File: src/design/hjc_pkg.sv
// ----------------------------------------------------------------------------
// hjc_pkg
// Shared types, phase codes and jamo lookup functions of the syllable composer.
// ----------------------------------------------------------------------------
package hjc_pkg;

  localparam logic [3:0] PH_INIT     = 4'd0;
  localparam logic [3:0] PH_VOWEL    = 4'd1;
  localparam logic [3:0] PH_AFTER_O  = 4'd2;
  localparam logic [3:0] PH_AFTER_U  = 4'd3;
  localparam logic [3:0] PH_AFTER_EU = 4'd4;
  localparam logic [3:0] PH_FINAL    = 4'd5;
  localparam logic [3:0] PH_HELD     = 4'd6;

  localparam int QDEPTH = 2;

  typedef struct packed {
    logic        syl;
    logic        err;
    logic [15:0] cp;
  } hjc_cmd_t;

  // initial number + 1, zero when the jamo cannot be an initial
  function automatic logic [4:0] init_num(input logic [5:0] j);
    logic [4:0] r;
    case (j)
      6'd0:  r = 5'd1;
      6'd1:  r = 5'd2;
      6'd3:  r = 5'd3;
      6'd6:  r = 5'd4;
      6'd7:  r = 5'd5;
      6'd8:  r = 5'd6;
      6'd16: r = 5'd7;
      6'd17: r = 5'd8;
      6'd18: r = 5'd9;
      6'd20: r = 5'd10;
      6'd21: r = 5'd11;
      6'd22: r = 5'd12;
      6'd23: r = 5'd13;
      6'd24: r = 5'd14;
      6'd25: r = 5'd15;
      6'd26: r = 5'd16;
      6'd27: r = 5'd17;
      6'd28: r = 5'd18;
      6'd29: r = 5'd19;
      default: r = 5'd0;
    endcase
    return r;
  endfunction

  // vowel number + 1, zero when the jamo is not a simple vowel
  function automatic logic [4:0] vowel_num(input logic [5:0] j);
    logic [4:0] r;
    case (j)
      6'd30: r = 5'd1;
      6'd31: r = 5'd2;
      6'd32: r = 5'd3;
      6'd33: r = 5'd4;
      6'd34: r = 5'd5;
      6'd35: r = 5'd6;
      6'd36: r = 5'd7;
      6'd37: r = 5'd8;
      6'd38: r = 5'd9;
      6'd42: r = 5'd13;
      6'd43: r = 5'd14;
      6'd47: r = 5'd18;
      6'd48: r = 5'd19;
      6'd50: r = 5'd21;
      default: r = 5'd0;
    endcase
    return r;
  endfunction

  // single final number, zero when the jamo cannot be a final
  function automatic logic [4:0] final_num(input logic [5:0] j);
    logic [4:0] r;
    case (j)
      6'd0:  r = 5'd1;
      6'd1:  r = 5'd2;
      6'd3:  r = 5'd4;
      6'd6:  r = 5'd7;
      6'd8:  r = 5'd8;
      6'd16: r = 5'd16;
      6'd17: r = 5'd17;
      6'd20: r = 5'd19;
      6'd21: r = 5'd20;
      6'd22: r = 5'd21;
      6'd23: r = 5'd22;
      6'd25: r = 5'd23;
      6'd26: r = 5'd24;
      6'd27: r = 5'd25;
      6'd28: r = 5'd26;
      6'd29: r = 5'd27;
      default: r = 5'd0;
    endcase
    return r;
  endfunction

  function automatic logic [3:0] vowel_phase(input logic [5:0] j);
    logic [3:0] r;
    case (j)
      6'd38:   r = PH_AFTER_O;
      6'd43:   r = PH_AFTER_U;
      6'd48:   r = PH_AFTER_EU;
      default: r = PH_FINAL;
    endcase
    return r;
  endfunction

  function automatic logic [1:0] vowel_add(input logic [3:0] ph, input logic [5:0] j);
    logic [1:0] r;
    r = 2'd0;
    if (ph == PH_AFTER_O) begin
      if (j == 6'd30) r = 2'd1;
      else if (j == 6'd31) r = 2'd2;
      else if (j == 6'd50) r = 2'd3;
    end else if (ph == PH_AFTER_U) begin
      if (j == 6'd34) r = 2'd1;
      else if (j == 6'd35) r = 2'd2;
      else if (j == 6'd50) r = 2'd3;
    end else if (j == 6'd50) begin
      r = 2'd1;
    end
    return r;
  endfunction

  function automatic logic [4:0] compound_final(input logic [5:0] c, input logic [5:0] d);
    logic [4:0] r;
    r = 5'd0;
    case (c)
      6'd0: begin
        if (d == 6'd20) r = 5'd3;
      end
      6'd3: begin
        if (d == 6'd23) r = 5'd5;
        else if (d == 6'd29) r = 5'd6;
      end
      6'd8: begin
        case (d)
          6'd0:    r = 5'd9;
          6'd16:   r = 5'd10;
          6'd17:   r = 5'd11;
          6'd20:   r = 5'd12;
          6'd27:   r = 5'd13;
          6'd28:   r = 5'd14;
          6'd29:   r = 5'd15;
          default: r = 5'd0;
        endcase
      end
      6'd17: begin
        if (d == 6'd20) r = 5'd18;
      end
      default: r = 5'd0;
    endcase
    return r;
  endfunction

endpackage

File: src/design/hjc_front.sv
// ----------------------------------------------------------------------------
// hjc_front
// Accepts jamo, runs the composition state and queues at most one command per item.
// ----------------------------------------------------------------------------
module hjc_front
  import hjc_pkg::*;
(
  input  logic       clk,
  input  logic       rst_n,
  input  logic       in_valid,
  output logic       in_ready,
  input  logic [5:0] in_jamo_index,
  input  logic       in_flush,
  input  logic       q_full,
  output logic       q_push,
  output hjc_cmd_t   q_cmd
);

  logic [3:0] phase_r, phase_nxt;
  logic [4:0] init_r, init_nxt;
  logic [4:0] vow_r, vow_nxt;
  logic [4:0] fin_r, fin_nxt;
  logic [5:0] held_r, held_nxt;

  logic       accept;
  logic       syl, err;
  logic [4:0] z;
  logic [4:0] ti, tv, tf, tc, th;
  logic [1:0] ta;
  logic [15:0] cp;

  assign in_ready = !q_full;
  assign accept   = in_valid && in_ready;

  assign ti = init_num(in_jamo_index);
  assign tv = vowel_num(in_jamo_index);
  assign tf = final_num(in_jamo_index);
  assign ta = vowel_add(phase_r, in_jamo_index);
  assign tc = compound_final(held_r, in_jamo_index);
  assign th = init_num(held_r);

  always_comb begin
    syl       = 1'b0;
    err       = 1'b0;
    z         = 5'd0;
    phase_nxt = phase_r;
    init_nxt  = init_r;
    vow_nxt   = vow_r;
    fin_nxt   = fin_r;
    held_nxt  = held_r;
    if (in_flush) begin
      case (phase_r)
        PH_VOWEL: err = 1'b1;
        PH_AFTER_O, PH_AFTER_U, PH_AFTER_EU, PH_FINAL: syl = 1'b1;
        PH_HELD: begin
          syl = 1'b1;
          z   = fin_r;
        end
        default: syl = 1'b0;
      endcase
      phase_nxt = PH_INIT;
    end else begin
      case (phase_r)
        PH_VOWEL: begin
          if (tv != 5'd0) begin
            vow_nxt   = tv - 5'd1;
            phase_nxt = vowel_phase(in_jamo_index);
          end else begin
            err = 1'b1;
            if (ti != 5'd0) begin
              init_nxt  = ti - 5'd1;
              phase_nxt = PH_VOWEL;
            end else begin
              phase_nxt = PH_INIT;
            end
          end
        end
        PH_AFTER_O, PH_AFTER_U, PH_AFTER_EU, PH_FINAL: begin
          if (phase_r != PH_FINAL && ta != 2'd0) begin
            vow_nxt   = vow_r + {3'd0, ta};
            phase_nxt = PH_FINAL;
          end else if (tf != 5'd0) begin
            held_nxt  = in_jamo_index;
            fin_nxt   = tf;
            phase_nxt = PH_HELD;
          end else begin
            syl = 1'b1;
            if (ti != 5'd0) begin
              init_nxt  = ti - 5'd1;
              phase_nxt = PH_VOWEL;
            end else begin
              err       = 1'b1;
              phase_nxt = PH_INIT;
            end
          end
        end
        PH_HELD: begin
          syl = 1'b1;
          if (tv != 5'd0) begin
            init_nxt  = (th != 5'd0) ? th - 5'd1 : 5'd0;
            vow_nxt   = tv - 5'd1;
            phase_nxt = vowel_phase(in_jamo_index);
          end else if (tc != 5'd0) begin
            z         = tc;
            phase_nxt = PH_INIT;
          end else begin
            z = fin_r;
            if (ti != 5'd0) begin
              init_nxt  = ti - 5'd1;
              phase_nxt = PH_VOWEL;
            end else begin
              err       = 1'b1;
              phase_nxt = PH_INIT;
            end
          end
        end
        default: begin
          if (ti != 5'd0) begin
            init_nxt  = ti - 5'd1;
            phase_nxt = PH_VOWEL;
          end else begin
            err       = 1'b1;
            phase_nxt = PH_INIT;
          end
        end
      endcase
    end
  end

  assign cp = 16'hAC00 + (16'(init_r) * 16'd588) + (16'(vow_r) * 16'd28) + 16'(z);

  assign q_push    = accept && (syl || err);
  assign q_cmd.syl = syl;
  assign q_cmd.err = err;
  assign q_cmd.cp  = cp;

  always_ff @(posedge clk) begin
    if (!rst_n) begin
      phase_r <= PH_INIT;
      init_r  <= 5'd0;
      vow_r   <= 5'd0;
      fin_r   <= 5'd0;
      held_r  <= 6'd0;
    end else if (accept) begin
      phase_r <= phase_nxt;
      init_r  <= init_nxt;
      vow_r   <= vow_nxt;
      fin_r   <= fin_nxt;
      held_r  <= held_nxt;
    end
  end

endmodule

File: src/design/hjc_queue.sv
// ----------------------------------------------------------------------------
// hjc_queue
// Short command queue between the composer front and the byte back end.
// ----------------------------------------------------------------------------
module hjc_queue
  import hjc_pkg::*;
(
  input  logic     clk,
  input  logic     rst_n,
  input  logic     push,
  input  hjc_cmd_t push_cmd,
  output logic     full,
  input  logic     pop,
  output logic     q_valid,
  output hjc_cmd_t pop_cmd
);

  localparam int PW = $clog2(QDEPTH);

  hjc_cmd_t        mem_r [QDEPTH];
  logic [PW-1:0]   wr_ptr_r, rd_ptr_r;
  logic [PW:0]     cnt_r, cnt_nxt;
  logic            do_push, do_pop;

  assign full    = (cnt_r == (PW+1)'(QDEPTH));
  assign q_valid = (cnt_r != '0);
  assign pop_cmd = mem_r[rd_ptr_r];
  assign do_push = push && !full;
  assign do_pop  = pop && q_valid;

  always_comb begin
    cnt_nxt = cnt_r;
    if (do_push && !do_pop) cnt_nxt = cnt_r + 1'b1;
    else if (do_pop && !do_push) cnt_nxt = cnt_r - 1'b1;
  end

  always_ff @(posedge clk) begin
    if (do_push) mem_r[wr_ptr_r] <= push_cmd;
  end

  always_ff @(posedge clk) begin
    if (!rst_n) begin
      wr_ptr_r <= '0;
      rd_ptr_r <= '0;
      cnt_r    <= '0;
    end else begin
      if (do_push) wr_ptr_r <= (wr_ptr_r == PW'(QDEPTH-1)) ? '0 : wr_ptr_r + 1'b1;
      if (do_pop) rd_ptr_r <= (rd_ptr_r == PW'(QDEPTH-1)) ? '0 : rd_ptr_r + 1'b1;
      cnt_r <= cnt_nxt;
    end
  end

  a_no_overflow: assert property (@(posedge clk) disable iff (!rst_n)
    cnt_r <= (PW+1)'(QDEPTH))
    else $error("queue count beyond depth");

  a_push_full: assert property (@(posedge clk) disable iff (!rst_n)
    push && full |=> cnt_r == (PW+1)'(QDEPTH) || $past(do_pop))
    else $error("queue lost an entry");

endmodule

File: src/design/hjc_back.sv
// ----------------------------------------------------------------------------
// hjc_back
// Expands queued commands into UTF-8 bytes and error items on the output.
// ----------------------------------------------------------------------------
module hjc_back
  import hjc_pkg::*;
(
  input  logic       clk,
  input  logic       rst_n,
  input  logic       q_valid,
  input  hjc_cmd_t   q_cmd,
  output logic       q_pop,
  output logic       out_valid,
  input  logic       out_ready,
  output logic [7:0] out_utf8_byte,
  output logic       out_error_flag,
  output logic       out_last_of_run
);

  localparam logic [1:0] STEP_B0  = 2'd0;
  localparam logic [1:0] STEP_B1  = 2'd1;
  localparam logic [1:0] STEP_B2  = 2'd2;
  localparam logic [1:0] STEP_ERR = 2'd3;

  logic        ent_valid_r;
  logic        ent_err_r;
  logic [15:0] ent_cp_r;
  logic [1:0]  step_r;

  logic        out_valid_r;
  logic [7:0]  out_byte_r;
  logic        out_err_r;
  logic        out_last_r;

  logic        out_free, fire, last, ent_done;
  logic [7:0]  byte_val;

  assign out_free = !out_valid_r || out_ready;
  assign fire     = ent_valid_r && out_free;
  assign last     = (step_r == STEP_ERR) || (step_r == STEP_B2 && !ent_err_r);
  assign ent_done = fire && last;
  assign q_pop    = q_valid && (!ent_valid_r || ent_done);

  always_comb begin
    case (step_r)
      STEP_B0: byte_val = {4'hE, ent_cp_r[15:12]};
      STEP_B1: byte_val = {2'b10, ent_cp_r[11:6]};
      STEP_B2: byte_val = {2'b10, ent_cp_r[5:0]};
      default: byte_val = 8'h00;
    endcase
  end

  always_ff @(posedge clk) begin
    if (!rst_n) begin
      ent_valid_r <= 1'b0;
      step_r      <= STEP_B0;
    end else if (q_pop) begin
      ent_valid_r <= 1'b1;
      step_r      <= q_cmd.syl ? STEP_B0 : STEP_ERR;
    end else if (ent_done) begin
      ent_valid_r <= 1'b0;
    end else if (fire) begin
      step_r <= (step_r == STEP_B2) ? STEP_ERR : step_r + 2'd1;
    end
  end

  always_ff @(posedge clk) begin
    if (q_pop) begin
      ent_err_r <= q_cmd.err;
      ent_cp_r  <= q_cmd.cp;
    end
  end

  always_ff @(posedge clk) begin
    if (!rst_n) begin
      out_valid_r <= 1'b0;
    end else if (out_free) begin
      out_valid_r <= fire;
    end
  end

  always_ff @(posedge clk) begin
    if (fire) begin
      out_byte_r <= byte_val;
      out_err_r  <= (step_r == STEP_ERR);
      out_last_r <= last;
    end
  end

  assign out_valid       = out_valid_r;
  assign out_utf8_byte   = out_byte_r;
  assign out_error_flag  = out_err_r;
  assign out_last_of_run = out_last_r;

  a_err_step: assert property (@(posedge clk) disable iff (!rst_n)
    ent_valid_r && step_r == STEP_ERR |-> ent_err_r)
    else $error("error step without pending error");

  a_err_zero: assert property (@(posedge clk) disable iff (!rst_n)
    out_valid_r && out_err_r |-> out_byte_r == 8'h00 && out_last_r)
    else $error("error item carries data or is not last");

  a_lead_byte: assert property (@(posedge clk) disable iff (!rst_n)
    fire && step_r == STEP_B0 |=> out_byte_r[7:4] == 4'hE && !out_last_r)
    else $error("bad lead byte");

endmodule

File: src/design/hangul_jamo_composer.sv
// ----------------------------------------------------------------------------
// hangul_jamo_composer
// Composes Hangul syllables from a jamo stream and emits them as UTF-8 bytes.
// The first result of an item passes the command queue, the entry register
// and the output register. Input takes one jamo per cycle while the
// two-entry command queue has room. Output gives one byte per cycle while
// out_ready is high: a syllable gives three bytes, an error item one zero byte.
// Reset (synchronous, rst_n low) clears the composition state and queue.
// ----------------------------------------------------------------------------
module hangul_jamo_composer
  import hjc_pkg::*;
(
  input  logic       clk,
  input  logic       rst_n,
  input  logic       in_valid,
  output logic       in_ready,
  input  logic [5:0] in_jamo_index,
  input  logic       in_flush,
  output logic       out_valid,
  input  logic       out_ready,
  output logic [7:0] out_utf8_byte,
  output logic       out_error_flag,
  output logic       out_last_of_run
);

  hjc_cmd_t push_cmd, pop_cmd;
  logic     push, full, pop, q_valid;

  hjc_front u_front (
    .clk           (clk),
    .rst_n         (rst_n),
    .in_valid      (in_valid),
    .in_ready      (in_ready),
    .in_jamo_index (in_jamo_index),
    .in_flush      (in_flush),
    .q_full        (full),
    .q_push        (push),
    .q_cmd         (push_cmd)
  );

  hjc_queue u_queue (
    .clk      (clk),
    .rst_n    (rst_n),
    .push     (push),
    .push_cmd (push_cmd),
    .full     (full),
    .pop      (pop),
    .q_valid  (q_valid),
    .pop_cmd  (pop_cmd)
  );

  hjc_back u_back (
    .clk             (clk),
    .rst_n           (rst_n),
    .q_valid         (q_valid),
    .q_cmd           (pop_cmd),
    .q_pop           (pop),
    .out_valid       (out_valid),
    .out_ready       (out_ready),
    .out_utf8_byte   (out_utf8_byte),
    .out_error_flag  (out_error_flag),
    .out_last_of_run (out_last_of_run)
  );

endmodule

File: config.mk
export PLATFORM = sky130hd
export DESIGN_NAME = hangul_jamo_composer
export DESIGN_NICKNAME = d
export VERILOG_FILES = /design/src/design/hjc_pkg.sv /design/src/design/hjc_front.sv /design/src/design/hjc_queue.sv /design/src/design/hjc_back.sv /design/src/design/hangul_jamo_composer.sv
export SDC_FILE = /design/constraint.sdc
export NUM_CORES = 1
export LEC_CHECK = 0
export ABC_CLOCK_PERIOD_IN_PS = 7350
export BUFFER_PORTS_ARGS = -buffer_cell sky130_fd_sc_hd__buf_2
export CORE_MARGIN = 3
export CORE_UTILIZATION = 55
export DETAILED_ROUTE_END_ITERATION = 6
export PLACE_DENSITY = 0.72
export SETUP_SLACK_MARGIN = 0.4
export SYNTH_ARGS = -nofsm -noshare
export SYNTH_HDL_FRONTEND = slang
export SYNTH_SLANG_ARGS = --single-unit
File: constraint.sdc
create_clock -name clk -period 7.35 [get_ports clk]
set_input_delay 1.47 -clock clk [delete_from_list [all_inputs] [get_ports clk]]
set_output_delay 1.47 -clock clk [all_outputs]
set_load 0.02 [all_outputs]
==> run summary <==
Worst setup SP type - input port
post-route minimum period - 6.41 ns
final setup margin - 0.944 ns
Layout Nets - 854
Longest Clk Path Bufs - 2
Synth top area share - 26.1%
ANT nets after route - 0
Yosys Warn Count - 0
Max VDD drop - 0.115 mV
CP arrival - 6.49 ns
GPL Wtd Cong - 0.969
Setup Skew - 0.00988 ns
GRT Util Overall - 22.9%
Core ar. - 12700 µm²
Hold Fails Final Rpt - 0
initial drt markers - 366
hold_buf cts - 0
CP endpoint kind - register
vias per cell - 6.01
Worst Path Required - 7.43 ns
clock share of power - 27.0%
RSZ-0062 raised after global routing - false
cell mode on critical path - nor2_1
ANT cells - 0
die area - 14600 µm²
IO Pins - 23
final core utilization - 61.2%
Die Span Y - 121 µm
pre-CTS setup slack - 0.323 ns
Main synth FF type - edfxtp_1
worst path bufs/invs - 3
mean post-synth cell area - 9.66 µm²
setup TNS - 0 ns
Pint - 1.17 mW
clock root cell - clkbuf_16
slowest stage delay, CP - 0.44 ns
worst skew pair latency - 0.35 ns
instance count of the mapped netlist - 749
pin count of the biggest net entering global routing - 33
Hold/Removal Path Class - register to register
Synth top cells by count - nor2_1, ha_1, edfxtp_1, inv_1, nand2_1
Max-Cap Viols - 0
area grow syn2layout - 7.56%
Yosys top cell by area - edfxtp_1
vias in the first global route - 5381
Critical Path Fanout Max - 14
slew at the pin closest to its max-slew limit - 1.09 ns
routed len/inst - 17.3 µm
H-tree levels - 3
final wirelength - 16200 µm
# DRC - 0
Sequential Power Share - 45.5%
Final Max Tran Viols - 0
synthesized flop and latch total - 101
vias - 5622
Net Sw Frac - 33.2%
CTS Buf Count - 9
Tcrit/Tclk final - 87.2%
Comb pwr share - 27.5%
Initial Utilization - 56.9%
row cnt - 41
slew margin rel. - 27.4%
mapped cell area - 7240 µm²
CP max-delay cell - fa_1
Synth area leaders - edfxtp_1, ha_1, dfxtp_1
layout cells sized above 1 - 11.1%
Pre-antenna DRT Iters - 5
status - complete, no violations
number of enable flip-flop cells after synthesis - 63
asr flop ratio synth - 0%
CTS sink count - 101
Seq/Total Area, Yosys - 36.7%
hold_ws - 0.509 ns
Setup CP Type - input port to register
antenna violations before repair - 0
Net Count, Synth - 845
HPWL after DPL - 12300 µm
first-pass GRT wire length - 26600 µm
PD cells - 225 nW/µm²
Leak - 3.24 nW
CTS clk-pin slew, worst paths - 0.07 ns
IO Port Bufs - 22
cell family with most CP delay - compound AO/OA/AOI/OAI gates
grt total ovfl - 0
Max Freq - 0.156 GHz
die width - 121 µm
top-count cell post-synth - nor2_1
Synth cell types - 87
CTS tree - built
Final setup viols - 0
switching pwr - 583 µW
[power by group through the flow]
stage | sequential, mW | combinational, mW | clock, mW
2_1_floorplan | 0.805 | 0.352 | 0
3_3_place_gp | 0.808 | 0.465 | 0
3_5_place_dp | 0.812 | 0.478 | 0
4_1_cts | 0.799 | 0.483 | 0.482
5_1_grt | 0.809 | 0.541 | 0.504
6_report | 0.797 | 0.482 | 0.474
[layout by cell type (no fill, tap or decap), types with 10 or more instances in the layout]
cell      count
nor2_1       79
ha_1         74
edfxtp_1     63
inv_1        50
nand2_1      49
a21oi_1      46
o21ai_0      43
dfxtp_1      38
buf_2        22
xnor2_1      17
mux2_2       17
mux2i_1      16
xor2_1       14
nor2b_1      13
nand2b_1     12
fa_1         10
[logic make-up after synthesis]
logic type                 synth area share (%)
and+or+nand+nor                            15.8
xor gates and xnor gates                   3.75
buffers and inverters                      4.91
adders and majority gates                  15.7
AOI/OAI and AO/OA                          18.0
DFF                                        36.7
muxes                                      5.17
[flip-flops by register name, summed over array words and instances, names as in the netlist, named ones only]
name and flops:
u_queue.cnt_r 2, u_queue.rd_ptr_r 1, u_back.out_valid 1, u_queue.mem_r 36, u_back.out_last_of_run 1, u_front.fin_r 5
u_back.out_utf8_byte 8, u_front.init_r 5, u_queue.wr_ptr_r 1, u_front.held_r 6, u_back.ent_cp_r 16, u_front.phase_r 3
u_back.out_error_flag 1, u_back.ent_valid_r 1, u_front.vow_r 5, u_back.ent_err_r 1, u_back.step_r 2
[stage by stage]
step / cell area (µm²) / power [mW] / instances
3_5_place_dp: 7450 / 1.29 / 919
6_report: 7780 / 1.75 / 935
3_3_place_gp: 7450 / 1.27 / 919
2_1_floorplan: 7240 / 1.16 / 749
5_1_grt: 7780 / 1.85 / 935
4_1_cts: 7760 / 1.76 / 935
[final cells by class]
class / instances / area, µm²
fillers: 1116 / 4940
multi-input cells: 565 / 4250
flip-flops and latches: 101 / 2650
clock buffers: 9 / 225
well taps: 172 / 215
inverters: 52 / 195
repair buffers: 29 / 163
clock inverters: 7 / 81.3
[layer usage]
layer  wire length [µm]  vias to the layer above  global-route usage [%]
li1                   -                     2753                       -
met1               7200                     2684                    30.0
met2               7900                      162                    38.9
met3                787                       23                    3.93
met4                278                        0                    7.22
met5                  0                        -                       0
[worst paths after layout]
path,from,end,slack [ns],cells past startpoint
max,in_jamo_index[1],u_queue.mem_r[1][13],0.94,27
min reg2reg,u_front.fin_r[0],u_front.fin_r[0],0.51,2
min,u_front.fin_r[0],u_front.fin_r[0],0.51,2
max reg2reg,u_front.held_r[5],u_queue.mem_r[1][13],2.23,21
[worst reg2reg max path: stages, from the launching register on]
cell and delay, ns:
dfxtp_1 0.40, or3_4 0.44, nor4b_1 0.63, a32o_1 0.25
a211oi_1 0.11, nand2_1 0.20, o31ai_4 0.09, a21oi_1 0.16
nor2_1 0.07, fa_1 0.44, ha_1 0.23, inv_1 0.07
fa_1 0.20, nor2b_1 0.06, o21ai_0 0.21, a21boi_0 0.14
o21ai_0 0.16, nand2b_1 0.10, a21o_1 0.18, a21o_1 0.21
a311oi_2 0.37, xnor2_1 0.12
[what timing repair did]
| item | in CTS | in global routing |
|---|---|---|
| endpoints found under the setup margin | 0 | 4 |
| gates resized for setup | 0 | 4 |
| setup buffers | 0 | 0 |
Power figures use the tool's default switching activity.
